**src/urc_pkg.sv**
```systemverilog
// Shared types, codes and constants of the ultrasonic ranging controller.
package urc_pkg;

   // Item kinds on the request channel
   localparam logic FUNC_CMD  = 1'b0;
   localparam logic FUNC_TICK = 1'b1;

   // Units codes taken from the first byte of a range command
   localparam logic [1:0] MODE_INCH = 2'd0;
   localparam logic [1:0] MODE_CM   = 2'd1;
   localparam logic [1:0] MODE_US   = 2'd2;

   // Address change key and reserved addresses
   localparam logic [7:0] ADDR_KEY0      = 8'hA0;
   localparam logic [7:0] ADDR_KEY1      = 8'hAA;
   localparam logic [7:0] ADDR_KEY2      = 8'hA5;
   localparam logic [7:0] ADDR_RESERVED0 = 8'h00;
   localparam logic [7:0] ADDR_RESERVED1 = 8'h7F;
   localparam logic [2:0] ADDR_CMD_LEN   = 3'd4;
   localparam logic [7:0] RANGE_FAIL     = 8'hFF;

   // Register indexes of the configuration port
   localparam int unsigned CsrIdxW = 1;
   localparam logic [CsrIdxW-1:0] CSR_TIMEOUT = 1'b0;
   localparam logic [CsrIdxW-1:0] CSR_TICK    = 1'b1;
   localparam int unsigned CsrDataW = 16;

   // Register reset values
   localparam logic [15:0] TIMEOUT_RESET = 16'd29000;
   localparam logic [7:0]  TICK_RESET    = 8'd10;

   // Reciprocal constants: q = (d * M) >> S is exact for every 16-bit d
   localparam logic [16:0] DIV148_MULT  = 17'd113360;
   localparam int unsigned DIV148_SHIFT = 24;
   localparam logic [16:0] DIV58_MULT   = 17'd72316;
   localparam int unsigned DIV58_SHIFT  = 22;

   typedef struct packed {
      logic       func;
      logic [2:0] cmd_len;
      logic [7:0] cmd_byte0;
      logic [7:0] cmd_byte1;
      logic [7:0] cmd_byte2;
      logic [7:0] cmd_byte3;
      logic       echo;
   } req_type;

   typedef struct packed {
      logic       trigger;
      logic       busy_res;
      logic       range_valid;
      logic [7:0] range_high;
      logic [7:0] range_low;
      logic       address_valid;
      logic [7:0] new_address;
   } rsp_type;

   typedef struct packed {
      logic [15:0] timeout_us;
      logic [7:0]  tick_us;
   } cfg_type;

endpackage

```
**src/urc_range_conv.sv**
```systemverilog
// Converts an echo time in microseconds to inches, centimetres or microseconds.
module urc_range_conv import urc_pkg::*; (
   input  logic [15:0] elapsed_us,
   input  logic [1:0]  units_mode,
   output logic [15:0] range_value
);

   logic [16:0] mult;
   logic [32:0] prod;
   logic [32:0] shifted;

   always_comb begin
      mult    = (units_mode == MODE_CM) ? DIV58_MULT : DIV148_MULT;
      prod    = 33'(elapsed_us) * 33'(mult);
      shifted = (units_mode == MODE_CM) ? (prod >> DIV58_SHIFT) : (prod >> DIV148_SHIFT);
      case (units_mode)
         MODE_INCH, MODE_CM: range_value = shifted[15:0];
         default:            range_value = elapsed_us;
      endcase
   end

endmodule

```
**src/urc_fsm.sv**
```systemverilog
// Ranging sequencer: phase, echo timer and units, and the result of each item.
module urc_fsm import urc_pkg::*; (
   input  logic    clock,
   input  logic    reset,
   input  logic    step,
   input  req_type item,
   input  cfg_type cfg,
   output rsp_type result
);

   typedef enum logic [1:0] {
      PH_IDLE,
      PH_TRIG,
      PH_RISE,
      PH_MEAS
   } phase_type;

   phase_type   phase_ff, phase_in;
   logic [15:0] elapsed_ff, elapsed_in;
   logic [1:0]  mode_ff, mode_in;
   logic [15:0] range_value;
   logic [16:0] sum;
   logic        addr_ok;

   urc_range_conv u_conv (
      .elapsed_us (elapsed_ff),
      .units_mode (mode_ff),
      .range_value(range_value)
   );

   always_comb begin
      phase_in   = phase_ff;
      elapsed_in = elapsed_ff;
      mode_in    = mode_ff;
      result     = '0;
      sum        = 17'(elapsed_ff) + 17'(cfg.tick_us);
      addr_ok    = (item.cmd_len >= ADDR_CMD_LEN) && (item.cmd_byte0 == ADDR_KEY0) &&
                   (item.cmd_byte1 == ADDR_KEY1) && (item.cmd_byte2 == ADDR_KEY2) &&
                   (item.cmd_byte3 != ADDR_RESERVED0) && (item.cmd_byte3 != ADDR_RESERVED1);

      if (item.func == FUNC_CMD) begin
         if (phase_ff == PH_IDLE && item.cmd_len != 3'd0) begin
            if (item.cmd_byte0 <= 8'(MODE_US)) begin
               if (item.echo) begin
                  // Echo already high: the pulse would be meaningless
                  result.range_valid = 1'b1;
                  result.range_high  = RANGE_FAIL;
                  result.range_low   = RANGE_FAIL;
               end else begin
                  mode_in    = item.cmd_byte0[1:0];
                  elapsed_in = '0;
                  phase_in   = PH_TRIG;
               end
            end else if (addr_ok) begin
               result.address_valid = 1'b1;
               result.new_address   = item.cmd_byte3;
            end
         end
      end else begin
         unique case (phase_ff)
            PH_TRIG: phase_in = PH_RISE;
            PH_RISE: begin
               if (item.echo) begin
                  elapsed_in = '0;
                  phase_in   = PH_MEAS;
               end
            end
            PH_MEAS: begin
               if (!item.echo) begin
                  result.range_valid = 1'b1;
                  result.range_high  = {1'b0, range_value[14:8]};
                  result.range_low   = range_value[7:0];
                  phase_in           = PH_IDLE;
               end else if (elapsed_ff > cfg.timeout_us) begin
                  result.range_valid = 1'b1;
                  result.range_high  = RANGE_FAIL;
                  result.range_low   = RANGE_FAIL;
                  phase_in           = PH_IDLE;
               end else begin
                  elapsed_in = sum[16] ? 16'hFFFF : sum[15:0];
               end
            end
            default: ;
         endcase
      end

      result.trigger  = (phase_in == PH_TRIG);
      result.busy_res = (phase_in != PH_IDLE);
   end

   always_ff @(posedge clock) begin
      if (reset) begin
         phase_ff   <= PH_IDLE;
         elapsed_ff <= '0;
         mode_ff    <= MODE_INCH;
      end else if (step) begin
         phase_ff   <= phase_in;
         elapsed_ff <= elapsed_in;
         mode_ff    <= mode_in;
      end
   end

endmodule

```
**src/ultrasonic_ranging_controller_top.sv**
```systemverilog
// Top level of the ultrasonic ranging controller: channels, registers and assertions.
//
// The controller takes one beat per clock cycle on the request channel, either a bus command
// (func 0) or a timer tick carrying a sample of the echo pin (func 1), and returns exactly one
// response beat for every request beat, in order. A request beat is first captured in an
// input register; the sequencer then evaluates it against the ranging state and the response
// is captured in the output register. While the response channel does not stall, the
// sustained rate is one beat per cycle; it is set by the single sequencer update between the
// two registers, which also carries the reciprocal multiply that converts the echo time to
// inches or centimetres. Back-pressure on the response channel holds the output register and,
// once the input register is also full, stalls the request channel. The configuration port
// (timeout_us at index 0, tick_us at index 1, taken from the low bits of the write data) is
// always ready and should only be written while no beat is in flight.
module ultrasonic_ranging_controller_top import urc_pkg::*; (
   input  logic                clock,
   input  logic                reset,
   input  logic                req_valid,
   output logic                req_stall,
   input  req_type             req_data,
   output logic                rsp_valid,
   input  logic                rsp_stall,
   output rsp_type             rsp_data,
   input  logic                csr_valid,
   output logic                csr_ready,
   input  logic [CsrIdxW-1:0]  csr_index,
   input  logic [CsrDataW-1:0] csr_wdata
);

   logic    in_valid_ff;
   req_type in_data_ff;
   logic    out_valid_ff;
   rsp_type out_data_ff;
   cfg_type cfg_ff;
   logic    advance;
   logic    step;
   rsp_type result;

   // The pipeline moves whenever the output register is empty or being drained.
   assign advance   = !out_valid_ff || !rsp_stall;
   assign step      = advance && in_valid_ff;
   assign req_stall = in_valid_ff && !advance;
   assign csr_ready = 1'b1;
   assign rsp_valid = out_valid_ff;
   assign rsp_data  = out_data_ff;

   urc_fsm u_fsm (
      .clock (clock),
      .reset (reset),
      .step  (step),
      .item  (in_data_ff),
      .cfg   (cfg_ff),
      .result(result)
   );

   // Input register
   always_ff @(posedge clock) begin
      if (reset) begin
         in_valid_ff <= 1'b0;
      end else if (!req_stall) begin
         in_valid_ff <= req_valid;
      end
   end

   always_ff @(posedge clock) begin
      if (!req_stall && req_valid) begin
         in_data_ff <= req_data;
      end
   end

   // Output register
   always_ff @(posedge clock) begin
      if (reset) begin
         out_valid_ff <= 1'b0;
      end else if (advance) begin
         out_valid_ff <= in_valid_ff;
      end
   end

   always_ff @(posedge clock) begin
      if (step) begin
         out_data_ff <= result;
      end
   end

   // Configuration registers
   always_ff @(posedge clock) begin
      if (reset) begin
         cfg_ff.timeout_us <= TIMEOUT_RESET;
         cfg_ff.tick_us    <= TICK_RESET;
      end else if (csr_valid && csr_ready) begin
         unique case (csr_index)
            CSR_TIMEOUT: cfg_ff.timeout_us <= csr_wdata[15:0];
            CSR_TICK:    cfg_ff.tick_us    <= csr_wdata[7:0];
            default: ;
         endcase
      end
   end

`ifndef SYNTHESIS
   // A beat that ends in a range report always leaves the sequencer idle.
   a_range_idle: assert property (@(posedge clock) disable iff (reset)
      rsp_valid && rsp_data.range_valid |-> !rsp_data.busy_res)
      else $error("range reported while still busy");

   // The trigger is only driven during a ranging operation.
   a_trig_busy: assert property (@(posedge clock) disable iff (reset)
      rsp_valid && rsp_data.trigger |-> rsp_data.busy_res && !rsp_data.range_valid)
      else $error("trigger driven outside a ranging operation");

   // A range report and an address change never share a beat.
   a_one_report: assert property (@(posedge clock) disable iff (reset)
      rsp_valid |-> !(rsp_data.range_valid && rsp_data.address_valid))
      else $error("range and address reported together");

   // The request side only stalls when a beat waits in the input register.
   a_stall_src: assert property (@(posedge clock) disable iff (reset)
      req_stall |-> in_valid_ff && out_valid_ff && rsp_stall)
      else $error("request stalled without a full pipeline");
`endif

endmodule

```
**config.mk**
```make
export PLATFORM = sky130hd
export DESIGN_NAME = ultrasonic_ranging_controller_top
export DESIGN_NICKNAME = d
export VERILOG_FILES = /design/src/urc_pkg.sv /design/src/urc_range_conv.sv /design/src/urc_fsm.sv /design/src/ultrasonic_ranging_controller_top.sv
export SDC_FILE = /design/constraint.sdc
export NUM_CORES = 1
export LEC_CHECK = 0
export BUFFER_PORTS_ARGS = -buffer_cell sky130_fd_sc_hd__buf_2
export CAP_MARGIN = 20
export CORE_ASPECT_RATIO = 1.75
export CORE_MARGIN = 2
export CORE_UTILIZATION = 30
export DETAILED_ROUTE_END_ITERATION = 8
export GPL_TIMING_DRIVEN = 1
export PLACE_DENSITY = 0.43
export SLEW_MARGIN = 10
export SYNTH_ARGS = -nofsm -noshare
export SYNTH_HDL_FRONTEND = slang
export SYNTH_SLANG_ARGS = --single-unit
```
**constraint.sdc**
```tcl
create_clock -name clock -period 18.4 [get_ports clock]
set_input_delay 3.68 -clock clock [delete_from_list [all_inputs] [get_ports clock]]
set_output_delay 3.68 -clock clock [all_outputs]
set_load 0.005 [all_outputs]
```
* Yosys cells after proc, flatten, opt, wreduce, memory -nomap -nowiden
Cells that the tools add are included.
Operators by class: multipliers 1, reductions and logical operators 28, bitwise logic cells 5, equality and inequality tests 14, order comparisons 3, mux-type cells 29, add/sub/neg operators 1
Operators with widths (count):
- $mux 16 | 9
- $mux 17 | 6
- $mul 16x17->33 | 1
- $pmux 16 s2 | 1
- $mux 26 | 1
- $eq 8x8->1 const B | 3
- $mux 9 | 2
- $add 16x8->17 | 1
- $gt 16x16->1 | 1
- $mux 15 | 1
- $mux 2 | 7
- $mux 11 | 1
- $logic_and 1x1->1 | 9
- $ne 3x3->1 const B | 3
- $le 8x2->1 const B | 1
- $ne 8x7->1 const B | 1
- $reduce_and 8->1 | 1
- $reduce_bool 8->1 | 1
- $eq 2x1->1 const B | 3
- $pmux 2 s3 | 1
- $reduce_bool 2->1 | 3
- $not 1->1 | 5
- $reduce_and 5->1 | 1
- $eq 2x2->1 const B | 2
- 11 further kinds | 16
Word-level totals: bits of input ports 59, output and inout bits 31, word-level logic and storage cells 102, bits in registers 111

* Depth between registers and ports, before layout
depth after elaboration 10, gate-level depth with buffers 26, depth with buffers taken out 25

* Modules after synthesis
Synthesis repeated with hierarchy kept, for this count alone.
Unflattened totals: cell total of the unflattened synthesis 1183, area, all modules 11771.3 um^2
Modules (own cells, without submodules):
- urc_range_conv | sequential area each 0.0 um^2, instances 1, cells each 693, area an instance 6392.4 um^2
- ultrasonic_ranging_controller_top | sequential area each 2472.4 um^2, instances 1, cells each 176, area an instance 3060.4 um^2
- urc_fsm | sequential area each 400.4 um^2, instances 1, cells each 314, area an instance 2318.5 um^2

* Worst setup path before layout
OpenSTA, ideal clock, no wires.
path kind input -> output, from in rsp_stall, to out req_stall, buffers on the path 0, path slack 10.852 ns, required time 14.720 ns, cell stages on the path 1, arrival time 3.868 ns, cells stage by stage and3_1
Between the ends: cells in the longest elaborated chain, start to end 4
Ends and longest elaborated chain:
- start, declared | RTL line ultrasonic_ranging_controller_top.sv:21 | input logic rsp_stall,
- $logic_not 1->1 | RTL line ultrasonic_ranging_controller_top.sv:39 | assign advance = !out_valid_ff || !rsp_stall;
- $logic_or 1x1->1 | RTL line ultrasonic_ranging_controller_top.sv:39
- $logic_not 1->1 | RTL line ultrasonic_ranging_controller_top.sv:41 | assign req_stall = in_valid_ff && !advance;
- $logic_and 1x1->1 | RTL line ultrasonic_ranging_controller_top.sv:41
- end, declared | RTL line ultrasonic_ranging_controller_top.sv:18 | output logic req_stall,
Every way passes these cells.

* Worst setup path in the final report
Same ends and word-level chain as after synthesis.

==> results.txt <==
Die footprint: 39100 um2
CP required: 14720 ps
Post-Route WL: 32800 um
Initial Util: 0.305
Routed vias: 8152
Setup Fix Bufs, Post-CTS: 0
Hold Vio Cnt, Final: 0
Endpoints failing setup: 0
Routed vias/inst: 4.79
GRT Total Usage: 0.177
Hold Path Class: reg -> reg
Initial antenna violation count: 0
Asr flop ratio synth: 0
Type of the worst setup path: in -> out
H-Tree Depth: 3
Top_reg_cell synth: edfxtp_1
First-pass GRT wire length: 51100 um
RSZ-0062 raised after global routing: false
Final period util: 0.428
Drt first pass iters: 4
Syn Nets: 1493
Hpwl dp: 27200 um
Core Rows: 93
Max Buffers Root-to-Sink: 2
Number of DRC markers in iteration 0: 267
Syn_area_per_cell: 9.87 um2
Pin count of the biggest net entering global routing: 47
Leak pwr: 6.54 nW
Worst rel slew slack: 0.324
Area of the multi-input gates: 7400 um2
PD cells: 40.6 nW/um2
Worst Skew: 14.0 ps
Peak Freq: 127 MHz
Critical Path AT: 4190 ps
Mapped Area: 11200 um2
Tot Pwr: 0.511 mW
Peak supply drop: 0.0755 mV
Worst-Skew Late Latency: 370 ps
Layout cells sized above 1: 0.109
DRC Markers: 0
CTS root buf: clkbuf_16
Syn Inst Count: 1140
DIE HEIGHT: 260 um
Fin crit period: 7870 ps
IO Pins: 90
Max-Cap Viols: 0
CP max FO: 3
Sequential element share of the synthesized area: 0.255
Routed wire per std cell: 19.3 um
Clk pin slew, worst setup/hold paths: 80 ps
Core ar.: 36900 um2
Status: finished clean
Max Slew Vio Count: 0
CTS tree: done
Nets: 1574
Vias in the first global route: 9132
Yosys warns: 0
Clock sink count: 111
Fin Setup TNS: 0 ps
Most frequent cells in the layout: inv_1 (223), ha_1 (175), fa_1 (119)
Tightest Pin Transition: 1010 ps
Num CTS Buffers: 9
Synth Register Bits: 111
Critical Path Sink Type: output port
CTS Hold Bufs: 0
EDFF count, synth: 65
Layout fillers: 3837
Grt total ovfl: 0
Most common cell after layout, fill and taps aside: inv_1
Inserted Diodes: 0
Register area: 2870 um2
CP startpoint kind: primary input
Post_cts resized: 0
Post-synth cell types: 67
GPL Wtd Cong: 0.825
Layout area overhead: 11.8%
Die Width: 150 um
Detail Route Antenna Nets: 0
Port bufs: 88
## through the flow
stage / std cells / cell area (um2) / setup slack, ps / util / hold slack [ps]
5_1_grt: 1701 / 12600 / 10200 / 0.341 / 479
3_5_place_dp: 1685 / 12300 / 10530 / 0.333 / 448
6_report: 1701 / 12600 / 10530 / 0.341 / 459
2_1_floorplan: 1140 / 11200 / 10850 / - / 436
3_3_place_gp: 1685 / 12300 / 10540 / 0.333 / 444
4_1_cts: 1701 / 12600 / 10530 / 0.341 / 460
## report_power, final
part	leakage, nW	internal [mW]	switching [mW]	total, mW
Combinational	5.39	0.0132	0.0168	0.0300
Clock	0.149	0.0968	0.105	0.202
Sequential	1.00	0.273	0.00551	0.279
Total	6.54	0.383	0.128	0.511
## routing by layer
metal,part of all wire,global-route usage,up-vias
met5,0,0,-
met4,0.048,0.0860,0
met3,0.018,0.0153,59
met2,0.59,0.359,121
met1,0.34,0.172,4008
li1,-,-,3964
## cells in the mapped netlist (5+ instances only)
cell	count	area share
nand2_1	76	0.025
nor3_1	7	0.0031
clkbuf_1	25	0.0083
fa_1	119	0.21
nand4_1	5	0.0028
a21o_1	13	0.0087
nand2b_1	20	0.011
mux2i_1	8	0.0071
xor2_1	6	0.0047
o21ai_0	29	0.013
a211o_1	8	0.0062
nor2_1	57	0.019
dfxtp_1	46	0.082
o21a_1	10	0.0067
xnor2_1	19	0.015
ha_1	175	0.19
nand3_1	19	0.0085
and2_1	17	0.0095
edfxtp_1	65	0.17
inv_1	223	0.074
nor2b_1	8	0.0045
and3_1	15	0.0083
a21oi_1	62	0.028
a31oi_1	12	0.0067
a211oi_1	7	0.0047
o211ai_1	9	0.0060
## cells by family after synthesis
family | after synthesis | synth area share
fa+ha+maj | 294 | 0.406
buf+inv | 259 | 0.0882
simple gates | 249 | 0.109
compound gates | 193 | 0.114
flops | 111 | 0.255
xor+xnor | 25 | 0.0195
mux | 8 | 0.00712
other cells | 1 | 0.000333
## sequential cells by signal (all words and copies together), names as in the netlist
register,count
in_data_ff,37
rsp_data,28
cfg_ff,24
u_fsm.elapsed_ff,16
u_fsm.mode_ff,2
u_fsm.phase_ff,2
in_valid_ff,1
rsp_valid,1
## worst paths after layout
check	from	to	slack [ps]	cells past startpoint
setup reg to reg	u_fsm.mode_ff[0]$_SDFFE_PP0P_	rsp_data[19]$_DFFE_PP_	10660	25
setup / recovery	rsp_stall	req_stall	10530	3
hold reg to reg	cfg_ff[9]$_SDFFE_PP0P_	cfg_ff[9]$_SDFFE_PP0P_	460	2
hold / removal	cfg_ff[9]$_SDFFE_PP0P_	cfg_ff[9]$_SDFFE_PP0P_	460	2
## critical path: stages
cell and delay, ps:
buf_2 120, and3_1 250, buf_2 140
## layout make-up
cell class	count	area share
Sequential cell	111	0.228
Inverter	224	0.0669
Clock inverter	7	0.00577
Timing Repair Buffer	105	0.0452
Clock buffer	9	0.0179
Multi-Input combinational cell	770	0.589
Tap cell	475	0.0473
Note: power is estimated with default switching activity, not from simulation.
